**src/rtl/deq_pkg.sv**
```systemverilog
// shared types and constants for the double-ended queue
// no dependencies; compile first
package deq_pkg;

  // fixed field widths of the request and result items
  localparam int ACTION_W   = 3;
  localparam int STATUS_W   = 2;
  localparam int WORD_W     = 32;

  // default ring depth, handed to the top level parameter
  localparam int DEPTH_DEF  = 16;

  // request codes
  typedef enum logic [ACTION_W-1:0] {
    ACT_PUSH_FRONT = 3'd0,
    ACT_PUSH_BACK  = 3'd1,
    ACT_POP_FRONT  = 3'd2,
    ACT_POP_BACK   = 3'd3,
    ACT_PEEK_FRONT = 3'd4,
    ACT_PEEK_BACK  = 3'd5,
    ACT_CLEAR      = 3'd6
  } action_t;

  // result codes
  typedef enum logic [STATUS_W-1:0] {
    ST_OK    = 2'd0,
    ST_VALUE = 2'd1,
    ST_EMPTY = 2'd2,
    ST_FULL  = 2'd3
  } status_t;

  // controller states
  typedef enum logic [1:0] {
    S_IDLE,
    S_EXEC,
    S_RESP
  } state_t;

  // commands from controller to datapath
  typedef struct packed {
    logic capture;  // latch the incoming request item
    logic exec;     // apply the request to the ring and read the store
  } dp_cmd_t;

endpackage

```
**src/rtl/deq_in_if.sv**
```systemverilog
// request channel: valid/ready handshake with action and push word
// depends on deq_pkg
interface deq_in_if import deq_pkg::*; ();
  logic                valid;
  logic                ready;
  logic [ACTION_W-1:0] action;
  logic [WORD_W-1:0]   push_value;

  modport source (output valid, output action, output push_value, input ready);
  modport sink   (input valid, input action, input push_value, output ready);
endinterface

```
**src/rtl/deq_out_if.sv**
```systemverilog
// result channel: valid/ready handshake with status and read word
// depends on deq_pkg
interface deq_out_if import deq_pkg::*; ();
  logic                valid;
  logic                ready;
  logic [STATUS_W-1:0] status;
  logic [WORD_W-1:0]   read_value;

  modport source (output valid, output status, output read_value, input ready);
  modport sink   (input valid, input status, input read_value, output ready);
endinterface

```
**src/rtl/double_ended_queue_top.sv**
```systemverilog
// top level of the double-ended queue: controller plus datapath
// depends on deq_pkg, deq_in_if, deq_out_if, deq_ctrl, deq_dp
//
//   channel   dir   fields                        handshake
//   in_ch     in    action[2:0], push_value[31:0] valid/ready
//   out_ch    out   status[1:0], read_value[31:0] valid/ready
//
// each request item goes through accept, execute (index update, a
// ring memory write for a push and a registered read for the result word),
// then the result item is held on out_ch until taken. the next request is
// accepted the cycle after the result is taken. a stalled result holds the
// block; reset (rst_n low, synchronous) empties the queue and needs no
// clearing pass.
module double_ended_queue_top import deq_pkg::*; #(
  parameter int DEPTH = DEPTH_DEF
) (
  input  logic      clk,
  input  logic      rst_n,
  deq_in_if.sink    in_ch,
  deq_out_if.source out_ch
);

  dp_cmd_t cmd;

  // sequencing
  deq_ctrl u_ctrl (
    .clk       (clk),
    .rst_n     (rst_n),
    .in_valid  (in_ch.valid),
    .in_ready  (in_ch.ready),
    .out_valid (out_ch.valid),
    .out_ready (out_ch.ready),
    .cmd       (cmd)
  );

  // ring store and indices
  deq_dp #(
    .DEPTH (DEPTH)
  ) u_dp (
    .clk            (clk),
    .rst_n          (rst_n),
    .cmd            (cmd),
    .in_action      (in_ch.action),
    .in_push_value  (in_ch.push_value),
    .out_status     (out_ch.status),
    .out_read_value (out_ch.read_value)
  );

endmodule

```
**src/rtl/deq_ctrl.sv**
```systemverilog
// controller state machine for the double-ended queue
// depends on deq_pkg
module deq_ctrl import deq_pkg::*; (
  input  logic    clk,
  input  logic    rst_n,
  input  logic    in_valid,
  output logic    in_ready,
  output logic    out_valid,
  input  logic    out_ready,
  output dp_cmd_t cmd
);

  state_t state_r, state_nxt;

  // state register
  always_ff @(posedge clk) begin
    if (!rst_n) begin
      state_r <= S_IDLE;
    end else begin
      state_r <= state_nxt;
    end
  end

  // next state
  always_comb begin
    state_nxt = state_r;
    case (state_r)
      S_IDLE: begin
        if (in_valid) state_nxt = S_EXEC;
      end
      S_EXEC: begin
        state_nxt = S_RESP;
      end
      S_RESP: begin
        if (out_ready) state_nxt = S_IDLE;
      end
      default: begin
        state_nxt = S_IDLE;
      end
    endcase
  end

  // outputs
  always_comb begin
    in_ready    = 1'b0;
    out_valid   = 1'b0;
    cmd.capture = 1'b0;
    cmd.exec    = 1'b0;
    case (state_r)
      S_IDLE: begin
        in_ready    = 1'b1;
        cmd.capture = in_valid;
      end
      S_EXEC: begin
        cmd.exec = 1'b1;
      end
      S_RESP: begin
        out_valid = 1'b1;
      end
      default: begin
        in_ready = 1'b0;
      end
    endcase
  end

endmodule

```
**src/rtl/deq_dp.sv**
```systemverilog
// datapath: request latch, ring indices, slot store and result register
// depends on deq_pkg
module deq_dp import deq_pkg::*; #(
  parameter int DEPTH = DEPTH_DEF
) (
  input  logic                clk,
  input  logic                rst_n,
  input  dp_cmd_t             cmd,
  input  logic [ACTION_W-1:0] in_action,
  input  logic [WORD_W-1:0]   in_push_value,
  output logic [STATUS_W-1:0] out_status,
  output logic [WORD_W-1:0]   out_read_value
);

  localparam int AW = (DEPTH > 1) ? $clog2(DEPTH) : 1;
  localparam int CW = $clog2(DEPTH + 1);
  localparam int SW = AW + 1;
  localparam logic [AW-1:0] LAST_IDX = AW'(DEPTH - 1);
  localparam logic [CW-1:0] FULL_CNT = CW'(DEPTH);
  localparam logic [SW-1:0] DEPTH_S  = SW'(DEPTH);

  // slot store
  logic [WORD_W-1:0] mem [DEPTH];

  action_t           act_r;
  logic [WORD_W-1:0] word_r;
  logic [AW-1:0]     front_r, front_nxt;
  logic [CW-1:0]     count_r, count_nxt;
  status_t           status_r, status_nxt;
  logic [WORD_W-1:0] rd_data_r;

  logic              empty, full;
  logic [AW-1:0]     front_dec, front_inc, tail_idx, back_idx;
  logic [SW-1:0]     sum_fc, sum_fc_m1;
  logic              we;
  logic [AW-1:0]     waddr, raddr;

  // request latch
  always_ff @(posedge clk) begin
    if (cmd.capture) begin
      act_r  <= action_t'(in_action);
      word_r <= in_push_value;
    end
  end

  // ring index arithmetic
  assign empty     = (count_r == '0);
  assign full      = (count_r == FULL_CNT);
  assign front_dec = (front_r == '0) ? LAST_IDX : front_r - AW'(1);
  assign front_inc = (front_r == LAST_IDX) ? '0 : front_r + AW'(1);
  assign sum_fc    = SW'(front_r) + SW'(count_r);
  assign sum_fc_m1 = sum_fc - SW'(1);
  assign tail_idx  = (sum_fc >= DEPTH_S) ? AW'(sum_fc - DEPTH_S) : AW'(sum_fc);
  assign back_idx  = (sum_fc_m1 >= DEPTH_S) ? AW'(sum_fc_m1 - DEPTH_S) : AW'(sum_fc_m1);

  // request decode and next state of the ring
  always_comb begin
    front_nxt  = front_r;
    count_nxt  = count_r;
    status_nxt = ST_OK;
    we         = 1'b0;
    waddr      = tail_idx;
    raddr      = front_r;
    case (act_r)
      ACT_PUSH_FRONT, ACT_PUSH_BACK: begin
        if (full) begin
          status_nxt = ST_FULL;
        end else begin
          we        = 1'b1;
          count_nxt = count_r + CW'(1);
          if (act_r == ACT_PUSH_FRONT) begin
            front_nxt = front_dec;
            waddr     = front_dec;
          end
        end
      end
      ACT_POP_FRONT, ACT_PEEK_FRONT: begin
        if (empty) begin
          status_nxt = ST_EMPTY;
        end else begin
          status_nxt = ST_VALUE;
          if (act_r == ACT_POP_FRONT) begin
            count_nxt = count_r - CW'(1);
            front_nxt = (count_r == CW'(1)) ? '0 : front_inc;
          end
        end
      end
      ACT_POP_BACK, ACT_PEEK_BACK: begin
        raddr = back_idx;
        if (empty) begin
          status_nxt = ST_EMPTY;
        end else begin
          status_nxt = ST_VALUE;
          if (act_r == ACT_POP_BACK) begin
            count_nxt = count_r - CW'(1);
            if (count_r == CW'(1)) front_nxt = '0;
          end
        end
      end
      ACT_CLEAR: begin
        front_nxt = '0;
        count_nxt = '0;
      end
      default: begin
        status_nxt = ST_OK;
      end
    endcase
  end

  // ring control registers
  always_ff @(posedge clk) begin
    if (!rst_n) begin
      front_r <= '0;
      count_r <= '0;
    end else if (cmd.exec) begin
      front_r <= front_nxt;
      count_r <= count_nxt;
    end
  end

  // result status
  always_ff @(posedge clk) begin
    if (cmd.exec) status_r <= status_nxt;
  end

  // store write port
  always_ff @(posedge clk) begin
    if (cmd.exec && we) mem[waddr] <= word_r;
  end

  // store read port, registered
  always_ff @(posedge clk) begin
    if (cmd.exec) rd_data_r <= mem[raddr];
  end

  assign out_status     = status_r;
  assign out_read_value = (status_r == ST_VALUE) ? rd_data_r : '0;

endmodule

```
**src/flat_wrapper.sv**
```systemverilog
// flat-port wrapper written by rule: the top's interface ports become plain ports
module double_ended_queue_top_flat import deq_pkg::*;
#(
  parameter int DEPTH = DEPTH_DEF
)
  (clk, rst_n, in_ch_valid, in_ch_action, in_ch_push_value, in_ch_ready, out_ch_valid, out_ch_status, out_ch_read_value, out_ch_ready);
  deq_in_if in_ch_i ();
  deq_out_if out_ch_i ();
  input  logic clk;
  input  logic rst_n;
  input wire logic [$bits(in_ch_i.valid)-1:0] in_ch_valid;
  input wire logic [$bits(in_ch_i.action)-1:0] in_ch_action;
  input wire logic [$bits(in_ch_i.push_value)-1:0] in_ch_push_value;
  output wire logic [$bits(in_ch_i.ready)-1:0] in_ch_ready;
  output wire logic [$bits(out_ch_i.valid)-1:0] out_ch_valid;
  output wire logic [$bits(out_ch_i.status)-1:0] out_ch_status;
  output wire logic [$bits(out_ch_i.read_value)-1:0] out_ch_read_value;
  input wire logic [$bits(out_ch_i.ready)-1:0] out_ch_ready;
  assign in_ch_i.valid = in_ch_valid;
  assign in_ch_i.action = in_ch_action;
  assign in_ch_i.push_value = in_ch_push_value;
  assign in_ch_ready = in_ch_i.ready;
  assign out_ch_valid = out_ch_i.valid;
  assign out_ch_status = out_ch_i.status;
  assign out_ch_read_value = out_ch_i.read_value;
  assign out_ch_i.ready = out_ch_ready;
  double_ended_queue_top #(.DEPTH(DEPTH)) u_core (.clk(clk), .rst_n(rst_n), .in_ch(in_ch_i), .out_ch(out_ch_i));
endmodule
```
**config.mk**
```make
export PLATFORM = sky130hd
export DESIGN_NAME = double_ended_queue_top_flat
export DESIGN_NICKNAME = d
export VERILOG_FILES = /design/src/rtl/deq_pkg.sv /design/src/rtl/deq_in_if.sv /design/src/rtl/deq_out_if.sv /design/src/rtl/double_ended_queue_top.sv /design/src/rtl/deq_ctrl.sv /design/src/rtl/deq_dp.sv /design/src/flat_wrapper.sv
export SDC_FILE = /design/constraint.sdc
export NUM_CORES = 1
export LEC_CHECK = 0
export BUFFER_PORTS_ARGS = -buffer_cell sky130_fd_sc_hd__buf_2
export CAP_MARGIN = 0
export CELL_PAD_IN_SITES_DETAIL_PLACEMENT = 1
export CELL_PAD_IN_SITES_GLOBAL_PLACEMENT = 2
export CORE_MARGIN = 10
export CORE_UTILIZATION = 50
export CTS_CLUSTER_DIAMETER = 100
export DETAILED_ROUTE_END_ITERATION = 8
export PLACE_DENSITY_LB_ADDON = 0.1
export SYNTH_ARGS = -nofsm -noshare
export SYNTH_HDL_FRONTEND = slang
export SYNTH_SLANG_ARGS = --single-unit
```
**constraint.sdc**
```tcl
create_clock -name clk -period 7 [get_ports clk]
set_input_delay 0.7 -clock clk [delete_from_list [all_inputs] [get_ports clk]]
set_output_delay 0.7 -clock clk [all_outputs]
set_load 0.02 [all_outputs]
```
Word level (Yosys, flattened, before mapping)
Memory sizes are Yosys's and may differ from the RTL's. A register that Yosys moved wholly into a read port is not among the register bits.
Index checks and enable logic that the tools add are counted.
{"block": "word_totals", "out_inout_bits": 36, "reg_bits": 48, "memories": 1, "word_cells": 89, "ram_bits": 512, "inputBits": 39}
{"block": "classes", "addsub": 8, "n_reduce_logical": 13, "eq_ne": 21, "mux": 38, "n_lt_le_gt_ge": 2}
{"memory": "u_core.u_dp.mem", "depth": 16, "word_bits": 32, "read_ports": 1, "rd_ports_with_merged_regs": 1, "wr": 1, "line_no": "deq_dp.sv:23", "source": "logic [WORD_W-1:0] mem [DEPTH];"}
{"op": "$mux W4", "count": 16}
{"op": "$mux W32", "count": 1}
{"op": "$mux W5", "count": 5}
{"op": "$pmux W5 S4", "count": 1}
{"op": "$ne A2 B2 Y1 const B", "count": 9}
{"op": "$pmux W4 S4", "count": 1}
{"op": "$sub A4 B1 Y4 const B", "count": 3}
{"op": "$ge A5 B5 Y1 const B", "count": 2}
{"op": "$sub A5 B1 Y5 const B", "count": 2}
{"op": "$eq A3 B3 Y1 const B", "count": 3}
{"op": "$reduce_and A9 Y1", "count": 1}
{"op": "$mux W1", "count": 8}
{"op": "$mux W2", "count": 4}
{"op": "$reduce_and A7 Y1", "count": 1}
{"op": "$eq A3 B2 Y1 const B", "count": 2}
{"op": "$pmux W2 S3", "count": 1}
{"op": "$reduce_or A2 Y1", "count": 3}
{"op": "$add A4 B5 Y5", "count": 1}
{"op": "$add A5 B1 Y5 const B", "count": 1}
{"op": "$eq A5 B1 Y1 const B", "count": 1}
{"op": "$eq A5 B5 Y1 const B", "count": 1}
{"op": "$logic_not A5 Y1", "count": 1}
{"op": "$add A4 B1 Y4 const B", "count": 1}
{"op": "$eq A2 B1 Y1 const B", "count": 2}
{"op": "other kinds (11)", "count": 11}

Depth between registers and ports, before layout
Gate-level depths: netlist of run 1.
{"block": "depth", "ltp_word": 6, "depth_mapped": 12, "depth_no_buf": 9}

Cells and area by module
Synthesis of run 1 repeated with hierarchy kept, for this count alone.
{"block": "unflattened", "hier_cells": 2156, "hier_area_um2": 29877.4}
{"mod": "deq_dp", "area_per_inst_um2": 29784.8, "seq_area_each_um2": 17626.9, "cells_each": 2147, "instances": 1}
{"mod": "deq_ctrl", "area_per_inst_um2": 92.6, "seq_area_each_um2": 40.0, "cells_each": 9, "instances": 1}

Least setup slack after synthesis of run 1
Ideal clock, no wire load.
{"block": "synth_timing", "path_type": "reg-to-reg", "start": "reg u_core.u_ctrl.state_r[0]", "end": "mem u_core.u_dp.mem[6][0] (enable)", "synth_period_minus_slack_ns": 4.467, "required_time_ns": 6.579, "arrival_ns": 4.046, "setup_slack_ns": 2.533, "n_path_buf": 0, "path_stages_with_launch": 5, "cell_sequence": "dfxtp_1 -> nor2b_1 -> nand2_1 -> or3b_1 -> nor2_1"}
{"block": "synth_between", "elab_chain_len": 5}
{"element": "from (decl)", "line_no": "deq_ctrl.sv:13", "source": "state_t state_r, state_nxt;"}
{"element": "from (signal assigned)", "line_no": "deq_ctrl.sv:20", "source": "state_r <= state_nxt;"}
{"element": "$eq A2 B1 Y1", "line_no": "deq_ctrl.sv:49", "source": "case (state_r)"}
{"element": "$mux W1", "line_no": "deq_ctrl.sv:49"}
{"element": "$logic_and A1 B1 Y1", "line_no": "deq_dp.sv:128", "source": "if (cmd.exec && we) mem[waddr] <= word_r;"}
{"element": "$mux W1", "line_no": "deq_dp.sv:128"}
{"element": "$mux W1 (not written as such)", "line_no": "deq_dp.sv:128"}
{"element": "to (decl)", "line_no": "deq_dp.sv:23"}
No other way between the ends.

Worst setup path in the final report of run 1
{"block": "layout_timing", "start": "reg u_core.u_dp.front_r[0]", "end": "reg u_core.u_dp.rd_data_r[1], read port of u_core.u_dp.mem (data pin)"}
{"block": "layout_between", "elab_chain_len": 5, "word_cells_on_any_way": 6, "cone_classes": "3 x add/sub; 1 x order compare; 2 x mux"}
{"element": "from (decl)", "line_no": "deq_dp.sv:27", "source": "logic [AW-1:0] front_r, front_nxt;"}
{"element": "from (signal assigned)", "line_no": "deq_dp.sv:116", "source": "front_r <= front_nxt;"}
{"element": "$add A4 B5 Y5", "line_no": "deq_dp.sv:51", "source": "assign sum_fc = SW'(front_r) + SW'(count_r);"}
{"element": "$sub A5 B1 Y5", "line_no": "deq_dp.sv:52", "source": "assign sum_fc_m1 = sum_fc - SW'(1);"}
{"element": "$sub A4 B1 Y4 or $ge A5 B5 Y1 (tied branches)", "line_no": "deq_dp.sv:54", "source": "assign back_idx = (sum_fc_m1 >= DEPTH_S) ? AW'(sum_fc_m1 - DEPTH_S) : AW'(sum_fc_m1);"}
{"element": "$mux W4", "line_no": "deq_dp.sv:54"}
{"element": "$mux W4 *", "line_no": "deq_dp.sv:64", "source": "case (act_r)"}
{"element": "to (decl)", "line_no": "deq_dp.sv:30", "source": "logic [WORD_W-1:0] rd_data_r;"}
Mark *: on every way between the ends. The rest lies on a longest branch, timed or not.
A chain may end at the register's enable or synchronous reset.

==> results of run 1 <==
registers in the layout, summed over array words and instances, names as in the netlist:
register                flops
u_core.u_dp.mem           512
u_core.u_dp.rd_data_r      32
u_core.u_dp.word_r         32
u_core.u_dp.count_r         5
u_core.u_dp.front_r         4
u_core.u_dp.act_r           3
u_core.u_ctrl.state_r       2
u_core.u_dp.out_status      2
per-stage QoR:
step	setup WS, ns	hold slack [ns]	cells	utilization (%)	power (mW)
floorplan	2.53	0.595	1650	-	4.68
global placement	2.11	0.642	2331	52.6	4.94
detailed placement	2.04	0.684	2331	52.6	4.95
CTS	2.02	0.197	2441	56.1	7.96
global route	1.80	0.214	2441	56.1	8.18
finish	2.12	0.233	2442	56.1	7.90
worst max-delay path by stage:
stage / startpoint / endpoint / slack (ns) / cells past startpoint
after floorplan: u_core.u_ctrl.state_r[0]$_SDFFE_PN0P_ / u_core.u_dp.mem[6][0]$_DFFE_PP_ / 2.53 / 4
after global placement: u_core.u_dp.front_r[0]$_SDFFE_PN0P_ / u_core.u_dp.rd_data_r[12]$_DFFE_PN_ / 2.11 / 9
after detailed placement: u_core.u_dp.front_r[0]$_SDFFE_PN0P_ / u_core.u_dp.rd_data_r[1]$_DFFE_PN_ / 2.04 / 9
after CTS: u_core.u_dp.front_r[0]$_SDFFE_PN0P_ / u_core.u_dp.rd_data_r[1]$_DFFE_PN_ / 2.02 / 9
after global routing: u_core.u_dp.front_r[0]$_SDFFE_PN0P_ / u_core.u_dp.rd_data_r[5]$_DFFE_PN_ / 1.80 / 9
final: u_core.u_dp.front_r[0]$_SDFFE_PN0P_ / u_core.u_dp.rd_data_r[1]$_DFFE_PN_ / 2.12 / 9
worst max-delay path: cells and delay by family (launching register included):
family / cells / cell delay, ns
multiplexers: 2 / 0.53
AO/OA/AOI/OAI: 2 / 0.50
adder cells (fa/ha/maj): 2 / 1.51
flip-flops: 1 / 0.76
buffers and inverters: 3 / 1.32
routing by layer:
| metal | global-route usage (%) | up-vias | part of all wire (%) |
|---|---|---|---|
| met3 | 2.88 | 104 | 5.2 |
| met2 | 40.0 | 444 | 51 |
| met5 | 0 | - | 0 |
| li1 | - | 6633 | - |
| met4 | 7.34 | 0 | 2.7 |
| met1 | 30.5 | 8280 | 41 |
layout make-up:
| type | count | area [sq um] | share of cell area, % |
|---|---|---|---|
| inverters | 14 | 52.6 | 0.179 |
| well taps | 688 | 861 | 2.93 |
| diodes | 1 | 2.50 | 0.00852 |
| repair buffers | 109 | 633 | 2.16 |
| multi-input cells | 928 | 8310 | 28.3 |
| clock buffers | 74 | 1600 | 5.44 |
| clock inverters | 36 | 241 | 0.822 |
| flip-flops and latches | 592 | 17700 | 60.2 |
power groups by stage:
stage	combinational [mW]	clock [mW]	sequential, mW
6_report	0.825	3.02	4.05
5_1_grt	0.897	3.22	4.06
4_1_cts	0.835	3.08	4.05
3_5_place_dp	0.831	0	4.12
3_3_place_gp	0.817	0	4.12
2_1_floorplan	0.605	0	4.07
cell families after synthesis:
logic type                 after synthesis
adders and majority gates               13
and+or+nand+nor                        488
xor gates and xnor gates                12
DFF                                    592
muxes                                  225
AOI/OAI and AO/OA                      190
buffers and inverters                  130
cell usage in the layout (no fill, tap or decap), types with 5 or more instances in the layout:
cell type,count
edfxtp_1,581
nor2_1,198
mux4_2,128
nand3_1,126
buf_2,74
o21ai_0,69
nor3_1,65
mux2i_1,65
clkbuf_16,62
and2_1,38
buf_4,35
mux2_2,32
a211oi_1,32
a2111oi_2,29
clkinv_1,18
nor2_4,17
clkinv_2,15
nand2_1,13
inv_1,12
clkbuf_1,12
ha_1,10
a21oi_1,9
dfxtp_1,9
a22oi_1,7
a21oi_4,6
xnor2_1,5
==> results.ini, run 1 <==
[sta]
drv_slew = 0
setup_tns_ns = 0
rsz0062_at_grt = false
fin_crit_sh_pct = 69.7
final.min_clock_period_ns = 4.88
fin_skew_ns = 0.0266
setup_violations = 0
tightest_slew_ns = 1.28
fmax_ghz = 0.205
finalHoldViolations = 0
max_slew_margin_pct = 14.3

[cts]
clockBufferDepth = 3
cts_tree = built
cts_sinks = 592
htree_num_levels = 2
clk_latency_ns = 0.64
cts_setup_buffers = 0
root_buffer = clkbuf_16
holdBufCountCts = 0
cts.repair.resized = 0
clk_pin_slew_ns = 0.06
numCtsBuffers = 61

[synth]
netlist_area_sq_um = 26300
synth_fa_ha_area_share_pct = 0.647
yosys.cell_types.count = 68
synthSimpleGateAreaFrac_pct = 8.60
ys_ff_latch = 592
ys_seq_area_share_pct = 67.2
synth_common_cells = edfxtp_1, nor2_1, mux4_2, nand3_1, o21ai_0
ys.flop_type = edfxtp_1
yosysTopAreaCell = edfxtp_1
synth_nets = 1702
syn-mean-instance-area_sq_um = 15.9
synthXorXnorAreaFrac_pct = 0.637
synth_edf_count = 581
synth_top_family_by_area = multiplexers
yosysMostFrequentCell = edfxtp_1
yosysTopAreaCellShare_pct = 66.3
synth_compound_area_share_pct = 5.97
synthMuxAreaShare_pct = 14.8
synthCells = 1650
synth_area_leaders = edfxtp_1, mux4_2, nor2_1, mux2i_1, nand3_1
yosys_warnings = 0
async_flop_share_pct = 0

[drt]
viasPerCell = 6.33
wl_per_cell_microns = 29.8
ant_nets = 0
via_count = 15500
drcViolationCount = 0
routed_wl_mm = 72.8
drt_iter0_markers = 1345
dr.pass1.iters = 5

[global_route]
grt_first_pass_wirelength_mm = 109
grt_pass1_vias = 16600
grt_use_total_pct = 23.3
overflow = 0
grt_antenna_before_repair = 0
grt_max_degree = 67

[floorplan]
fp.dieH_microns = 249
num_io_pins = 75
core_area_sq_um = 52300
die_w_microns = 249
rows = 84
start_util_pct = 50.3
dieArea_sq_um = 62200

[power]
swShare_pct = 24.3
leakagePower_nw = 9.35
seq_power_share_pct = 51.3
netSwitchingPower_mw = 1.92
p_int_mw = 5.98
ir_drop_mv = 0.305
p_per_area_nw_per_um2 = 269
combPwrFrac_pct = 10.4
clockPowerShare_pct = 38.3

[setup_path]
slowest_delay_ns = 0.77
cp.arrival_ns = 5.28
path_cells = ha_4 > inv_1 > ha_4 > buf_4 > a21oi_4 > buf_4 > mux2i_1 > mux2_2 > a2111oi_2
cp_slowest_cell = ha_4
cp_max_fo = 59
rr_startpoint = u_core.u_dp.front_r[0]$_SDFFE_PN0P_
r2r-end = u_core.u_dp.rd_data_r[1]$_DFFE_PN_
critical_path_required_ns = 7.40
ff2ff_setup_slack_ns = 2.12
cp-end-kind = register
path_class = reg2reg
worstRegToRegCells = 9
start_kind = register

[place]
placed_area_sq_um = 27500
dp_hpwl_mm = 40.4
gp_congestion = 0.751
portBuffers = 74

[cells_and_area]
drive_gt1_share_pct = 24.5
layout.nets = 1758
fillers = 4797
final_area_sq_um = 29400
area_delta_synth_final_pct = 11.6

[job]
cap_violations = 0

[run_status]
status = completed

[min_path]
min_to = u_core.u_dp.word_r[27]$_DFFE_PP_
holdPathStages = 1
min-delay-start = in_ch_push_value[27]
hold_path_class = in2reg

No activity file was read; power rests on OpenSTA's default activity.
==> run 2, diff against run 1 <==
- CORE_UTILIZATION: 50 -> 47
- clock period: 7 -> 4.8 ns (I/O delays scaled with it)
==> run 2 against run 1 <==
Sequential power increased by 46%; non-clock buffer count increased by 28; via count increased by 0.60%; sequential share of layout area decreased by 1.6 points; combinational power increased by 54%; total power increased by 56%; hold slack got worse by 0.19 ns; clock-buffer cell count increased by 7; final cell count increased by 4.1%; setup slack got worse by 1.2 ns; clock skew decreased by 0.0089 ns; highest routed layer unchanged.
==> results.ini, run 2 (synthesis gave the netlist of run 1 again) <==
[drt]
ant_nets = 0  ; unchanged
routed_wl_mm = 73.3  ; was 72.8 mm
drt_iter0_markers = 1190  ; was 1,345
viasPerCell = 6.12  ; was 6.33
via_count = 15600  ; was 15.5k
wl_per_cell_microns = 28.8  ; was 29.8 microns
drcViolationCount = 0  ; unchanged
dr.pass1.iters = 5  ; unchanged

[cells_and_area]
layout.nets = 1792  ; was 1,758
fin_util_pct = 54.6  ; was 56.1%
n_antenna_cell = 0  ; was 1
fillers = 5165  ; was 4,797
final_cell_mix = edfxtp_1, nor2_1, mux4_2  ; unchanged
largestRegisters = u_core.u_dp.mem x512, u_core.u_dp.rd_data_r x32, u_core.u_dp.word_r x32  ; unchanged
regMostFlops = u_core.u_dp.mem  ; unchanged
largest_register_ff_count = 512  ; unchanged
layout_commonest_cell = edfxtp_1  ; unchanged
drive_gt1_share_pct = 26.3  ; was 24.5%
area_delta_synth_final_pct = 14.7  ; was 11.6%
multi_input_area_sq_um = 8310  ; unchanged
final-seq-area_sq_um = 17700  ; unchanged

[setup_path]
rr_startpoint = u_core.u_dp.front_r[0]$_SDFFE_PN0P_  ; unchanged
path_class = reg2reg  ; unchanged
start_kind = register  ; unchanged
cp.arrival_ns = 4.18  ; was 5.28 ns
critical_path_required_ns = 5.13  ; was 7.40 ns
cp-end-kind = register  ; unchanged
worstSetupStartpoint = u_core.u_dp.front_r[0]$_SDFFE_PN0P_  ; unchanged
cp_max_fo = 63  ; was 59

[sta]
setup_violations = 0  ; unchanged
fin_skew_ns = 0.0177  ; was 0.0266 ns
max_slew_margin_pct = 23.3  ; was 14.3%
setup_ws_ns = 0.948  ; was 2.12 ns
fin_crit_sh_pct = 80.3  ; was 69.7%
drv_slew = 0  ; unchanged
final.min_clock_period_ns = 3.85  ; was 4.88 ns
rsz0062_at_grt = false  ; unchanged
finalHoldViolations = 0  ; unchanged
tightest_slew_ns = 1.15  ; was 1.28 ns
fmax_ghz = 0.260  ; was 0.205 GHz
setup_tns_ns = 0  ; unchanged

[global_route]
grt_antenna_before_repair = 1  ; was 0
grt_pass1_vias = 16800  ; was 16.6k
overflow = 0  ; unchanged
grt_use_total_pct = 22.1  ; was 23.3%
grt_first_pass_wirelength_mm = 109  ; about the same
grt_max_degree = 64  ; was 67

[power]
p_int_mw = 9.33  ; was 5.98 mW
clockPowerShare_pct = 41.7  ; was 38.3%
p_per_area_nw_per_um2 = 407  ; was 269 nW/um^2
swShare_pct = 24.0  ; was 24.3%
seq_power_share_pct = 48.0  ; was 51.3%
p_total_mw = 12.3  ; was 7.90 mW
netSwitchingPower_mw = 2.95  ; was 1.92 mW
ir_drop_mv = 0.306  ; was 0.305 mV
combPwrFrac_pct = 10.3  ; was 10.4%
leakagePower_nw = 9.69  ; was 9.35 nW

[cts]
htree_num_levels = 3  ; was 2
cts_tree = built  ; unchanged
clk_pin_slew_ns = 0.06  ; about the same
clk_latency_ns = 0.60  ; was 0.64 ns
cts_sinks = 592  ; unchanged
cts_setup_buffers = 0  ; unchanged
clockBufferDepth = 3  ; unchanged
cts.repair.resized = 0  ; unchanged
holdBufCountCts = 0  ; unchanged
numCtsBuffers = 67  ; was 61
root_buffer = clkbuf_16  ; unchanged

[place]
portBuffers = 74  ; unchanged
gp_congestion = 0.773  ; was 0.751
place_ws_ns = 0.916  ; was 2.04 ns
dp_hpwl_mm = 43.5  ; was 40.4 mm

[floorplan]
dieArea_sq_um = 65800  ; was 62,200 sq um
fp.dieH_microns = 257  ; was 249 microns
core_area_sq_um = 55300  ; was 52,300 sq um
num_io_pins = 75  ; unchanged
start_util_pct = 47.6  ; was 50.3%
die_w_microns = 257  ; was 249 microns
rows = 86  ; was 84

[job]
cap_violations = 0  ; unchanged

[min_path]
hold_path_class = in2reg  ; unchanged
min-delay-start = in_ch_push_value[23]  ; was in_ch_push_value[27]

[run_status]
status = completed  ; unchanged

-- run 2: path summary, 6_finish.rpt --
check	endpoint	slack, ns	cells after the start
worst min register to register	u_core.u_ctrl.state_r[0]$_SDFFE_PN0P_	0.64	2
worst max register to register	u_core.u_dp.rd_data_r[19]$_DFFE_PN_	0.95	10
worst min-delay path	u_core.u_dp.word_r[23]$_DFFE_PP_	0.05	1
worst max-delay path	u_core.u_dp.rd_data_r[19]$_DFFE_PN_	0.95	10
-- run 2: worst max-delay path, cell delays in order, from the launching register on --
cell	delay (ns)
dfxtp_4	0.44
ha_4	0.20
fa_1	0.56
inv_1	0.10
ha_4	0.30
buf_12	0.37
a21o_1	0.66
buf_4	0.26
nand3_1	0.07
a211oi_1	0.49
a2111oi_2	0.09
-- run 2: area by class of cell --
class | instances | area share, %
Tap cell | 748 | 3.10
Timing Repair Buffer | 137 | 3.42
Clock inverter | 41 | 1.41
Clock buffer | 81 | 5.80
Multi-Input combinational cell | 928 | 27.5
Sequential cell | 592 | 58.6
Inverter | 14 | 0.174
-- run 2: metal layers --
metal  global-route usage, %  vias up  share of wire, %
met1                    29.5     8251                43
met2                    36.7      453                49
li1                        -     6721                 -
met5                       0        -                 0
met3                    3.35      128               4.6
met4                    7.54        0               3.0
-- run 2: power groups by stage --
stage               combinational (mW)  clock (mW)  sequential, mW
finish                            1.27        5.12            5.90
global placement                  1.27           0            6.00
floorplan                        0.882           0            5.94
CTS                               1.28        5.20            5.90
global route                      1.37        5.44            5.91
detailed placement                1.28           0            6.01
-- run 2: stage by stage --
stage	cells	hold WS, ns	instance area, sq um
floorplan	1650	0.579	26300
global placement	2419	0.611	28000
detailed placement	2419	0.625	28000
CTS	2541	0.0119	30200
global route	2541	0.0114	30200
finish	2541	0.0483	30200
==> run 3, diff against run 2 <==
- ABC_AREA: not set -> 1
- CORE_UTILIZATION: 47 -> 38
- clock period: 4.8 -> 3.15 ns (I/O delays scaled with it)
==> run 3 against run 2 <==
Die area up 21%; sequential power rose by 53%; via count rose by 17%; clock power increased by 53%; first-iteration DRC count is 21% higher; synthesized area shrank 0.39%; non-clock buffer count increased by 51; highest routed layer is now met5.
==> results.ini, run 3 <==
[cts]
cts_sinks = 592  ; unchanged
clockBufferDepth = 3  ; unchanged
root_buffer = clkbuf_16  ; unchanged
clk_pin_slew_ns = 0.06  ; about the same
cts_tree = built  ; unchanged
cts_setup_buffers = 0  ; unchanged
numCtsBuffers = 69  ; was 67
clk_latency_ns = 0.61  ; was 0.60 ns
htree_num_levels = 3  ; unchanged

[drt]
routed_wl_mm = 83.8  ; was 73.3 mm
drt_iter0_markers = 1438  ; was 1,190
viasPerCell = 5.19  ; was 6.12
drcViolationCount = 0  ; unchanged
wl_per_cell_microns = 23.9  ; was 28.8 microns
via_count = 18200  ; was 15.6k
dr.pass1.iters = 5  ; unchanged
ant_nets = 0  ; unchanged

[setup_path]
start_kind = register  ; unchanged
path_cells = inv_1 > ha_1 > inv_1 > nor3_1 > nand3_1 > nor2_4 > buf_12  ; was ha_4 > fa_1 > inv_1 > ha_4 > buf_12 > a21o_1 > buf_4 > nand3_1 > a211oi_1 > a2111oi_2
cp.arrival_ns = 3.27  ; was 4.18 ns
crit_family = simple AND/OR/NAND/NOR gates  ; was compound AO/OA/AOI/OAI gates
path_class = reg2reg  ; unchanged
critical_path_required_ns = 3.45  ; was 5.13 ns
cpMostUsedCell = inv_1  ; was ha_4
slowest_delay_ns = 0.67  ; was 0.66 ns
cp_max_fo = 18  ; was 63
worstPathBufferInverterCount = 3  ; unchanged
cp-end-kind = register  ; unchanged
cp_slowest_cell = nor3_1  ; was a21o_1

[power]
swShare_pct = 26.0  ; was 24.0%
clockPowerShare_pct = 41.1  ; was 41.7%
seq_power_share_pct = 47.2  ; was 48.0%
netSwitchingPower_mw = 4.96  ; was 2.95 mW
ir_drop_mv = 0.460  ; was 0.306 mV
leakagePower_nw = 12.7  ; was 9.69 nW
combPwrFrac_pct = 11.7  ; was 10.3%
p_per_area_nw_per_um2 = 618  ; was 407 nW/um^2
p_int_mw = 14.1  ; was 9.33 mW

[job]
cap_violations = 0  ; unchanged

[place]
portBuffers = 74  ; unchanged
dp.cells = 3345  ; was 2,419
dp_hpwl_mm = 46.3  ; was 43.5 mm
gp_congestion = 0.788  ; was 0.773
placed_area_sq_um = 28300  ; was 28,000 sq um

[synth]
synthCells = 2440  ; was 1,650
synth_nets = 2492  ; was 1,702
syn-mean-instance-area_sq_um = 10.7  ; was 15.9 sq um
yosysTopAreaCellShare_pct = 66.6  ; was 66.3%
ys.flop_type = edfxtp_1  ; unchanged
yosys_warnings = 0  ; unchanged
async_flop_share_pct = 0  ; unchanged
netlist_area_sq_um = 26200  ; was 26,300 sq um
yosys.cell_types.count = 31  ; was 68
synth_common_cells = edfxtp_1, nand3_1, inv_1, nand2_1, nand3b_1  ; was edfxtp_1, nor2_1, mux4_2, nand3_1, o21ai_0
ys_ff_latch = 592  ; unchanged
yosysTopAreaCell = edfxtp_1  ; unchanged
yosysMostFrequentCell = edfxtp_1  ; unchanged
ys_seq_area_share_pct = 67.4  ; was 67.2%
synth_area_leaders = edfxtp_1, nand3_1, inv_1, nand2_1, nand3b_1  ; was edfxtp_1, mux4_2, nor2_1, mux2i_1, nand3_1
synth_edf_count = 581  ; unchanged

[cells_and_area]
layout.nets = 2622  ; was 1,792
regMostFlops = u_core.u_dp.mem  ; unchanged
drive_gt1_share_pct = 11.0  ; was 26.3%
final_cell_mix = edfxtp_1, nand3_1, inv_1  ; was edfxtp_1, nor2_1, mux4_2
layout_commonest_cell = edfxtp_1  ; unchanged
largestRegisters = u_core.u_dp.mem x512, u_core.u_dp.rd_data_r x32, u_core.u_dp.word_r x32  ; unchanged
final_area_sq_um = 30900  ; was 30,200 sq um
largest_register_ff_count = 512  ; unchanged
final_cells = 3503  ; was 2,541
n_antenna_cell = 0  ; unchanged
area_delta_synth_final_pct = 17.8  ; was 14.7%

[sta]
fmax_ghz = 0.336  ; was 0.260 GHz
finalHoldViolations = 0  ; unchanged
setup_tns_ns = 0  ; unchanged
fin_crit_sh_pct = 94.4  ; was 80.3%
rsz0062_at_grt = false  ; unchanged
final.min_clock_period_ns = 2.97  ; was 3.85 ns
tightest_slew_ns = 1.05  ; was 1.15 ns
max_slew_margin_pct = 29.4  ; was 23.3%
hold_ws_ns = 0.0269  ; was 0.0483 ns
fin_skew_ns = 0.0175  ; was 0.0177 ns
setup_violations = 0  ; unchanged
drv_slew = 0  ; unchanged

[global_route]
grt_first_pass_wirelength_mm = 124  ; was 109 mm
grt_max_degree = 92  ; was 64
overflow = 0  ; unchanged
grt_antenna_before_repair = 1  ; unchanged
grt_use_total_pct = 21.0  ; was 22.1%
grt_pass1_vias = 19000  ; was 16.8k

[floorplan]
rows = 96  ; was 86
fp.dieH_microns = 283  ; was 257 microns
num_io_pins = 75  ; unchanged
start_util_pct = 38.3  ; was 47.6%
dieArea_sq_um = 79900  ; was 65,800 sq um
die_w_microns = 283  ; was 257 microns
core_area_sq_um = 68500  ; was 55,300 sq um

[run_status]
status = completed  ; unchanged

[min_path]
hold_path_class = in2reg  ; unchanged

[run 3: area by class of cell]
| cell class | instances | area (sq um) |
|---|---|---|
| Fill cell | 7371 | 37600 |
| Tap cell | 882 | 1100 |
| Inverter | 489 | 1840 |
| Clock inverter | 34 | 303 |
| Clock buffer | 88 | 1860 |
| Sequential cell | 592 | 17700 |
| Timing Repair Buffer | 188 | 1900 |
| Multi-Input combinational cell | 1230 | 6190 |
[run 3: per-layer routing]
metal  wire length, microns  share of wire [%]  GRT usage [%]
met5                     13              0.016              0
met4                   2020                2.4           6.06
met3                   3190                3.8           2.70
met2                  41300                 49           36.3
met1                  37300                 44           27.3
[run 3: logic make-up after synthesis]
group	share of synthesized area [%]
AO/OA/AOI/OAI	0.659
XOR/XNOR	0.301
adder cells (fa/ha/maj)	0.649
buffers and inverters	9.84
flip-flops	67.4
AND/OR/NAND/NOR	21.1
[run 3: final timing paths]
| check | cells past startpoint | slack (ns) | start | to |
|---|---|---|---|---|
| max | 7 | 0.18 | u_core.u_dp.act_r[2]$_DFFE_PP_ | u_core.u_dp.mem[13][30]$_DFFE_PP_ |
| min | 3 | 0.03 | in_ch_valid | u_core.u_ctrl.state_r[0]$_SDFFE_PN0P_ |
| max reg2reg | 7 | 0.18 | u_core.u_dp.act_r[2]$_DFFE_PP_ | u_core.u_dp.mem[13][30]$_DFFE_PP_ |
| min reg2reg | 1 | 0.57 | u_core.u_ctrl.state_r[0]$_SDFFE_PN0P_ | u_core.u_ctrl.state_r[0]$_SDFFE_PN0P_ |
[run 3: power by group through the flow]
stage                     Clock [mW]  Sequential, mW  Combinational (mW)
final                           7.84            9.00                2.24
after CTS                       8.01            9.01                2.26
after global placement             0            9.16                2.19
after floorplan                    0            9.07                1.36
after detailed placement           0            9.17                2.22
after global routing            8.29            9.02                2.46
[run 3: repair_timing]
action / 4_1_cts / 5_1_grt
gates resized for setup: 0 / 5
setup endpoints to repair: 0 / 335
hold buffers: 36 / 0
endpoints found under the hold margin: 36 / 0
[run 3: stage by stage]
| stage | setup slack, ns | total power [mW] | util [%] |
|---|---|---|---|
| after floorplan | 0.126 | 10.4 | - |
| after global placement | 0.249 | 11.4 | 41.4 |
| after detailed placement | 0.154 | 11.4 | 41.4 |
| after CTS | 0.153 | 19.3 | 45.1 |
| after global routing | 0.00527 | 19.8 | 45.1 |
| final | 0.178 | 19.1 | 45.1 |
[run 3: worst register-to-register path, cell delays in order, from the launching register on]
cell,delay (ns)
edfxtp_1,0.50
inv_1,0.16
ha_1,0.20
inv_1,0.08
nor3_1,0.67
nand3_1,0.51
nor2_4,0.29
buf_12,0.23
